`src/hdl/stx_dfr_pkg.sv`:
```
// ----------------------------------------------------------------------------
// stx_dfr_pkg
// shared types and constants of the stx length-prefixed frame deframer
// ----------------------------------------------------------------------------
`timescale 1ns / 1ps
`default_nettype none

package stx_dfr_pkg;

    // frame buffer size that bounds the accepted payload length
    localparam int BUFFER_DEPTH = 128;

    localparam int POS_W = 8;
    localparam int IDX_W = POS_W + 1;

    localparam logic [7:0]       START_BYTE     = 8'h02;
    localparam logic [IDX_W-1:0] PAYLOAD_OFFSET = IDX_W'(3);
    // first index of the second trailer byte is length + overhead - 1
    localparam logic [IDX_W-1:0] TRAILER_END    = IDX_W'(4);
    localparam logic [IDX_W-1:0] MAX_LEN        = IDX_W'(BUFFER_DEPTH - 5);
    localparam logic [IDX_W-1:0] DISCARD_END    = IDX_W'(BUFFER_DEPTH - 1);

    typedef enum logic [1:0] {
        PH_HUNT,
        PH_LEN,
        PH_BODY,
        PH_DISCARD
    } phase_t;

    localparam logic KIND_PAYLOAD = 1'b0;
    localparam logic KIND_END     = 1'b1;

    typedef struct packed {
        logic       valid;
        logic       kind;
        logic [7:0] data;
    } result_t;

endpackage

`default_nettype wire

```
`src/hdl/stx_dfr_parser.sv`:
```
// ----------------------------------------------------------------------------
// stx_dfr_parser
// frame phase and position tracking, one word per step
// ----------------------------------------------------------------------------
`timescale 1ns / 1ps
`default_nettype none

module stx_dfr_parser
(
    input  wire logic                  clk,
    input  wire logic                  rst_n,
    input  wire logic                  step,
    input  wire logic [7:0]            rx_word,
    output stx_dfr_pkg::result_t       res
);

    stx_dfr_pkg::phase_t                    phase_reg, phase_next;
    logic [stx_dfr_pkg::POS_W-1:0]          pos_reg, pos_next;
    logic [7:0]                             len_reg, len_next;
    logic [stx_dfr_pkg::IDX_W-1:0]          idx;
    logic [stx_dfr_pkg::IDX_W-1:0]          len_ext;

    always_ff @(posedge clk or negedge rst_n)
    begin
        if (!rst_n)
        begin
            phase_reg <= stx_dfr_pkg::PH_HUNT;
            pos_reg   <= '0;
            len_reg   <= '0;
        end
        else if (step)
        begin
            phase_reg <= phase_next;
            pos_reg   <= pos_next;
            len_reg   <= len_next;
        end
    end

    always_comb
    begin
        idx        = {1'b0, pos_reg} + stx_dfr_pkg::IDX_W'(1);
        len_ext    = {1'b0, len_reg};
        phase_next = phase_reg;
        pos_next   = pos_reg;
        len_next   = len_reg;
        res        = '0;
        unique case (phase_reg)
            stx_dfr_pkg::PH_LEN:
            begin
                pos_next = idx[stx_dfr_pkg::POS_W-1:0];
                len_next = rx_word;
                if ({1'b0, rx_word} > stx_dfr_pkg::MAX_LEN)
                begin
                    phase_next = stx_dfr_pkg::PH_DISCARD;
                end
                else
                begin
                    phase_next = stx_dfr_pkg::PH_BODY;
                end
            end
            stx_dfr_pkg::PH_BODY:
            begin
                pos_next = idx[stx_dfr_pkg::POS_W-1:0];
                // payload window, then trailer, then end marker
                if (idx >= stx_dfr_pkg::PAYLOAD_OFFSET &&
                    idx < len_ext + stx_dfr_pkg::PAYLOAD_OFFSET)
                begin
                    res.valid = 1'b1;
                    res.kind  = stx_dfr_pkg::KIND_PAYLOAD;
                    res.data  = rx_word;
                end
                else if (idx >= len_ext + stx_dfr_pkg::TRAILER_END)
                begin
                    phase_next = stx_dfr_pkg::PH_HUNT;
                    pos_next   = '0;
                    res.valid  = 1'b1;
                    res.kind   = stx_dfr_pkg::KIND_END;
                end
            end
            stx_dfr_pkg::PH_DISCARD:
            begin
                pos_next = idx[stx_dfr_pkg::POS_W-1:0];
                if (idx >= stx_dfr_pkg::DISCARD_END)
                begin
                    phase_next = stx_dfr_pkg::PH_HUNT;
                    pos_next   = '0;
                end
            end
            stx_dfr_pkg::PH_HUNT:
            begin
                pos_next = '0;
                if (rx_word == stx_dfr_pkg::START_BYTE)
                begin
                    phase_next = stx_dfr_pkg::PH_LEN;
                end
            end
            default:
            begin
                phase_next = stx_dfr_pkg::PH_HUNT;
                pos_next   = '0;
            end
        endcase
    end

endmodule

`default_nettype wire

```
`src/hdl/stx_dfr_outreg.sv`:
```
// ----------------------------------------------------------------------------
// stx_dfr_outreg
// result register facing the downstream valid/ready channel
// ----------------------------------------------------------------------------
`timescale 1ns / 1ps
`default_nettype none

module stx_dfr_outreg
(
    input  wire logic                  clk,
    input  wire logic                  rst_n,
    input  wire logic                  load,
    input  wire stx_dfr_pkg::result_t  res,
    output logic                       slot_free,
    output logic                       res_valid,
    input  wire logic                  res_ready,
    output logic                       kind,
    output logic [7:0]                 data
);

    logic       valid_reg, valid_next;
    logic       kind_reg;
    logic [7:0] data_reg;

    always_comb
    begin
        slot_free  = !valid_reg || res_ready;
        valid_next = valid_reg;
        if (load && res.valid)
        begin
            valid_next = 1'b1;
        end
        else if (res_ready)
        begin
            valid_next = 1'b0;
        end
    end

    always_ff @(posedge clk or negedge rst_n)
    begin
        if (!rst_n)
        begin
            valid_reg <= 1'b0;
        end
        else
        begin
            valid_reg <= valid_next;
        end
    end

    always_ff @(posedge clk)
    begin
        if (load && res.valid)
        begin
            kind_reg <= res.kind;
            data_reg <= res.data;
        end
    end

    assign res_valid = valid_reg;
    assign kind      = kind_reg;
    assign data      = data_reg;

endmodule

`default_nettype wire

```
`src/hdl/stx_length_frame_deframer_core.sv`:
```
// ----------------------------------------------------------------------------
// stx_length_frame_deframer_core
// stx length-prefixed frame deframer, unless the result channel stalls it, one received word per cycle
// ----------------------------------------------------------------------------
// usage
//   rx channel  : rx_valid / rx_ready / rx_byte, one received word per handshake
//   res channel : res_valid / res_ready / kind / data, one result word per
//                 handshake; kind 0 carries a payload byte in data, kind 1 is
//                 the end of frame marker with data zero
//   words before the start byte 0x02 are dropped, then come length, one header
//   word, the payload, two unchecked trailer words and the end marker
//   frames longer than BUFFER_DEPTH-5 yield nothing; BUFFER_DEPTH words from
//   their start byte are swallowed
//   path        : a word waits in the input stage until the result register is free,
//                 then its outcome, if any, is loaded there and raises res_valid
//   throughput  : one word per cycle while res_ready keeps the result register free,
//                 set by the phase and position update in the parser
//   reset       : rst_n low clears input stage, result register and parser
//                 state; the block comes out hunting for a start byte
//   stall       : with res_ready low the result word holds; one more word
//                 waits in the input stage, after which rx_ready drops
// ----------------------------------------------------------------------------
`timescale 1ns / 1ps
`default_nettype none

module stx_length_frame_deframer_core
(
    input  wire logic        clk,
    input  wire logic        rst_n,
    input  wire logic        rx_valid,
    output logic             rx_ready,
    input  wire logic [7:0]  rx_byte,
    output logic             res_valid,
    input  wire logic        res_ready,
    output logic             kind,
    output logic [7:0]       data
);

    // input stage
    logic                  in_valid_reg, in_valid_next;
    logic [7:0]            in_byte_reg;
    logic                  slot_free;
    logic                  step;
    stx_dfr_pkg::result_t  res;

    // the input word moves on once the result register can take its outcome
    assign step     = in_valid_reg && slot_free;
    assign rx_ready = !in_valid_reg || step;

    always_comb
    begin
        in_valid_next = in_valid_reg;
        if (rx_valid && rx_ready)
        begin
            in_valid_next = 1'b1;
        end
        else if (step)
        begin
            in_valid_next = 1'b0;
        end
    end

    always_ff @(posedge clk or negedge rst_n)
    begin
        if (!rst_n)
        begin
            in_valid_reg <= 1'b0;
        end
        else
        begin
            in_valid_reg <= in_valid_next;
        end
    end

    // payload register, loaded on every accepted word
    always_ff @(posedge clk)
    begin
        if (rx_valid && rx_ready)
        begin
            in_byte_reg <= rx_byte;
        end
    end

    // frame state machine, evaluates the held word
    stx_dfr_parser u_parser
    (
        .clk     (clk),
        .rst_n   (rst_n),
        .step    (step),
        .rx_word (in_byte_reg),
        .res     (res)
    );

    // result register towards the receiver
    stx_dfr_outreg u_outreg
    (
        .clk       (clk),
        .rst_n     (rst_n),
        .load      (step),
        .res       (res),
        .slot_free (slot_free),
        .res_valid (res_valid),
        .res_ready (res_ready),
        .kind      (kind),
        .data      (data)
    );

endmodule

`default_nettype wire

```
`config.mk`:
```
export PLATFORM = sky130hd
export DESIGN_NAME = stx_length_frame_deframer_core
export DESIGN_NICKNAME = d
export VERILOG_FILES = /design/src/hdl/stx_dfr_pkg.sv /design/src/hdl/stx_dfr_parser.sv /design/src/hdl/stx_dfr_outreg.sv /design/src/hdl/stx_length_frame_deframer_core.sv
export SDC_FILE = /design/constraint.sdc
export NUM_CORES = 1
export LEC_CHECK = 0
export ABC_AREA = 1
export ABC_CLOCK_PERIOD_IN_PS = 2450
export BUFFER_PORTS_ARGS = -buffer_cell sky130_fd_sc_hd__buf_2
export CORE_ASPECT_RATIO = 0.9
export CORE_MARGIN = 1.5
export CORE_UTILIZATION = 53
export DETAILED_ROUTE_END_ITERATION = 16
export HOLD_SLACK_MARGIN = 0.08
export PLACE_DENSITY = 0.75
export SLEW_MARGIN = 20
export SYNTH_ARGS = -nofsm -noshare
export SYNTH_HDL_FRONTEND = slang
export SYNTH_HIERARCHICAL = 1
export SYNTH_SLANG_ARGS = --single-unit
```
`constraint.sdc`:
```
create_clock -name clk -period 2.45 [get_ports clk]
set_input_delay 0.245 -clock clk [delete_from_list [all_inputs] [get_ports clk]]
set_output_delay 0.245 -clock clk [all_outputs]
set_load 0.01 [all_outputs]
```
Yosys cells after proc, flatten, opt, wreduce, memory -nomap -nowiden
Cells that the tools add are included.
Storage, ports and cells
  register bits after elaboration: 37
  input bits: 12
  word-level logic and storage cells: 58
Cells by class
  add/sub/neg operators: 3
  magnitude comparators: 5
  equality and inequality tests: 8
  muxes and demuxes: 18
  bitwise logic cells: 1
  reductions and logical operators: 15
Operator list (number)
  $mux 8: 4
  $pmux 8 s4: 1
  $mux 2: 6
  $mux 10: 1
  $add 8x1->9 const B: 1
  $add 8x2->9 const B: 1
  $add 8x3->9 const B: 1
  $ge 9x2->1 const B: 1
  $ge 9x7->1 const B: 1
  $ge 9x9->1: 1
  $lt 9x9->1: 1
  $eq 8x2->1 const B: 1
  $gt 8x7->1 const B: 1
  $pmux 2 s4: 1
  $ne 2x1->1 const B: 3
  $mux 1: 5
  $reduce_and 5->1: 1
  $eq 2x2->1 const B: 2
  $logic_and 1x1->1: 4
  $reduce_and 2->1: 2
  $reduce_bool 2->1: 2
  $eq 2x1->1 const B: 1
  $logic_not 1->1: 2
  $logic_not 2->1: 1
  4 further kinds: 5

Logic depth before layout (Yosys ltp)
  depth in word-level cells: 7
  gate-level depth with buffers: 19
  depth with buffers taken out: 19

Hierarchy
The synthesis kept the hierarchy.
By module, submodules not included
  stx_dfr_parser: instances 1, cells an instance 283, area each 1819.2 um^2, sequential area each 450.4 um^2
  stx_dfr_outreg: instances 1, cells an instance 15, area each 319.1 um^2, sequential area each 295.3 um^2
  stx_length_frame_deframer_core: instances 1, cells an instance 16, area each 292.8 um^2, sequential area each 265.3 um^2

Least setup slack after synthesis
Ideal clock, no wire load.
  path kind: register to register
  start point: register u_parser.len_reg[2]
  end point: register u_outreg.data_reg[0] (netlist: u_outreg/data[0]), enable pin
  arrival time: 2247 ps
  required time: 2121 ps
  path slack: -126 ps
  cell stages (with the launch flop): 17
  buffers on the path: 0
  clock period less this slack: 2576 ps
  path through: dfrtp_1 -> ha_1 -> xnor2_1 -> nand2_1 -> o21ai_0 -> ha_1 -> nand2_1 -> inv_1 -> nand3_1 -> nand3_1 -> a21oi_1 -> nand3_1 -> nand2_2 -> nand2_2 -> a31oi_1 -> nand2_1 -> inv_1
RTL lines
  start, declared: line stx_dfr_parser.sv:19  | logic [7:0] len_reg, len_next;
  start signal, assigned: line stx_dfr_parser.sv:35  | len_reg <= len_next;
  end signal, assigned: line stx_dfr_outreg.sv:56  | data_reg <= res.data;
  end, declared: line stx_dfr_outreg.sv:23  | logic [7:0] data_reg;

==> reports/metrics.csv <==
stage;metric;value;unit
timing;Max Slew Vio Count;0;
timing;slew of the pin with the lowest slew margin;0.786;ns
pwr;worst vdd ir;0.000454;V
route;met1 wire length;2950;um
timing;Final Critical Period;2.51;ns
floorplanning;num ports;23;
route;number of DRC markers in iteration 0;217;
hold_path;hold path start;rx_byte[0];
pwr;pwr/cell area;851;mW/mm2
critical_path;CP cell instances;buf_6 > ha_4 > inv_2 > ha_1 > inv_1 > nor2_2 > nand3_2 > nand3_2 > a21oi_2 > nand3_1 > nand2_2 > nand2_2 > a31oi_4 > nand2_4 > clkinvlp_4;
timing;RSZ-0062 raised after global routing;yes;
logic_synthesis;main flop type after synthesis;dfrtp_1;
critical_path;biggest cell delay along the critical path;0.49;ns
global_route;global route overflow;0;
critical_path;CP delay by family, top;adder cells;
logic_synthesis;Yosys cell types;31;
route;Final ANT Viol Nets;0;
final_layout;ant diodes;0;
logic_synthesis;mean post-synth cell area;7.74;um2
critical_path;reg-to-reg startpoint;u_parser/pos_reg[1];
logic_synthesis;post-synthesis cell type with the largest combined area;edfxtp_1;
place;global placement routability congestion;0.832;
logic_synthesis;synthesis-stage register bit count;37;
logic_synthesis;largest family of logic cells by synthesized area;simple AND/OR/NAND/NOR gates;
global_route;antenna violations before repair;0;
logic_synthesis;xor and xnor area share after synthesis;2.52;%
place;HPWL after DPL;4280;um
status;failing checks;setup timing;
floorplanning;Die Y;67.3;um
hold_path;hold depth;1;
timing;Fin. Hold Viols;0;
critical_path;reg-to-reg slack, setup;-0.06;ns
cts;clock root cell;clkbuf_8;
critical_path;reg2reg end;u_outreg/data[4];
cts;CTS tree;yes;
floorplanning;Die Area;0.00500;mm2
logic_synthesis;most common cell in the netlist;nand2_1;
critical_path;Worst R2R Path Depth;15;
cts;CTS Buf Count;5;
timing;slew margin rel.;47.6;%
logic_synthesis;Yosys top cell area share;21.0;%
hold_path;hold endpoint;in_byte_reg[0];
cts;CTS Buffer Depth;2;
route;vias per cell;5.26;
route;DRC viols;0;
logic_synthesis;commonest cells in the netlist;nand2_1 (86), inv_1 (46), nor2_1 (35);
critical_path;slowest library cell on the worst path;dfrtp_2;
timing;Setup Skew;0.00339;ns
logic_synthesis;Synth Area in Compound Gates;5.51;%
route;DR WL met2;3460;um
floorplanning;Initial Utilization;54.9;%
critical_path;Worst Path Required;2.47;ns
place;IO Port Bufs;22;
route;Routed Wire Length;6880;um
logic_synthesis;Syn Nets;345;
final_layout;Area Growth Syn to Fin;42.2;%
critical_path;Worst Path Buf+Inv;4;
final_layout;proportion of layout cells with a drive suffix above 1;40.7;%
route;Met3 Wirelength;385;um
logic_synthesis;portion of netlist area occupied by mux cells;0;%
cts;Clock transition at path regs;0.08;ns
critical_path;worst-path maximum fanout;5;
route;routed length per instance;15.2;um
floorplanning;Row Count;23;
route;Highest Signal Layer;met4;
logic_synthesis;Post-Synthesis Cells;314;
critical_path;Setup crit start kind;flip-flop;
final_layout;Post-layout nets;421;
global_route;Tot GR Track Use;25.6;%
floorplanning;Core Footprint;0.00443;mm2
timing;crit share post-route;102;%
critical_path;CP Capture Type;flip-flop;
global_route;maximum number of pins on one net before global-route repair;21;
logic_synthesis;Post-Synth Simple-Gate Area;32.0;%
logic_synthesis;asr flop ratio synth;54.1;%
timing;fmax;0.398;GHz
logic_synthesis;Netlist Area Pre-Place;0.00243;mm2
route;Initial DRT Pass Iterations;6;
logic_synthesis;Post-Synth Adder-Cell Area;9.78;%
route;routed vias;2381;
pwr;Overall Power;2.94;mW
cts;CTS sink cnt;37;
timing;total negative slack;-0.678;ns
global_route;vias in the first global route;2083;
status;outcome;complete, but fails checks;
critical_path;WP data arrival;2.53;ns
floorplanning;Die Wd;74.4;um
logic_synthesis;Ys Warns;6;
critical_path;Crit Path Class;reg -> reg;
logic_synthesis;synth top area cells;edfxtp_1 (21%), dfrtp_1 (21%), nand2_1 (13%), ha_1 (9.8%), inv_1 (7.1%);
logic_synthesis;EDFF count, synth;17;
timing;# setup viols final;23;
pwr;LEAKAGE;1.67;nW
global_route;global-route wire length before repair;9450;um
job;max-cap violation count;0;
timing;Final WS setup;-0.0605;ns
cts;H-tree depth;2;
logic_synthesis;sequential area share after synthesis;41.6;%
hold_path;HP Class;in -> reg;
cts;Skew-Pair Late Insertion Delay;0.30;ns
-- per-stage QoR --
step	instance area (um2)	setup WS (ns)	hold WS, ns	util, %	instances
global placement	2870	-0.0292	0.228	64.7	429
floorplan	2440	0.00235	-0.0506	-	314
CTS	3140	-0.0644	0.112	70.9	445
finish	3460	-0.0605	0.114	78.0	453
detailed placement	2870	-0.145	0.241	64.7	429
global route	3460	-0.187	0.107	78.0	453
-- cells in the final DEF, fill, tap and decap left out, types with 3 or more instances in the layout --
cell type / instances
a21oi_1: 4
a21oi_2: 3
buf_2: 22
buf_4: 45
buf_6: 4
clkbuf_8: 6
dfrtp_1: 16
dfrtp_2: 4
edfxtp_1: 17
ha_1: 8
ha_4: 10
inv_1: 36
inv_2: 9
nand2_1: 75
nand2_2: 20
nand3_1: 20
nand3_2: 4
nand4_1: 6
nor2_1: 25
nor2_2: 8
nor2_4: 5
o21ai_0: 11
xor2_2: 3
-- worst max-delay path by stage --
stage / startpoint / to / depth (start not counted)
floorplan: u_parser/pos_reg[0] / u_outreg/data[0] / 17
global placement: u_parser/pos_reg[0] / u_outreg/kind / 17
detailed placement: u_parser/pos_reg[0] / u_outreg/data[4] / 17
CTS: u_parser/pos_reg[1] / u_outreg/data[0] / 14
global route: u_parser/len_reg[2] / u_outreg/data[0] / 14
finish: u_parser/pos_reg[1] / u_outreg/data[4] / 15
-- kinds of logic (layout without fill, tap and decap cells) --
group,Yosys count,count (layout)
buffers and inverters,53,130
DFF,37,37
AOI/OAI and AO/OA,25,25
adders and majority gates,19,19
xor gates and xnor gates,7,7
and+or+nand+nor,173,173
-- worst register-to-register path: cells and delay by family, from the launching register on --
kind / cells / cell delay (ns)
flip-flops: 1 / 0.49
AND/OR/NAND/NOR: 7 / 0.53
buffers and inverters: 4 / 0.39
adder cells (fa/ha/maj): 2 / 0.54
AO/OA/AOI/OAI: 2 / 0.29
-- what timing repair did --
action,CTS,global route
resized for setup,18,60
endpoints found under the setup margin,18,29
hold buffers,1,0
hold endpoints to repair,20,0
cloned,1,0
pin swaps,11,23
setup buffers,6,8
-- cell type report --
class / instances / area, um2
Clock buffer: 6 / 82.6
Tap cell: 62 / 77.6
Sequential cell: 37 / 1020
Timing Repair Buffer: 73 / 523
Timing Repair inverter: 1 / 7.51
Fill cell: 279 / 976
Inverter: 48 / 185
Multi-Input combinational cell: 224 / 1530
Clock inverter: 2 / 37.5
-- routing by layer --
| metal | vias to the layer above | global-route usage [%] |
|---|---|---|
| met5 | - | 0 |
| met4 | 0 | 10.0 |
| met3 | 11 | 5.07 |
| met1 | 1111 | 34.2 |
| met2 | 103 | 41.0 |
| li1 | 1156 | - |
-- report_power, final --
part	internal [mW]	total [mW]	switching, mW
clock network	0.331	0.569	0.238
registers	0.750	0.876	0.126
logic	0.672	1.50	0.825
No activity file was read; power rests on OpenSTA's default activity.
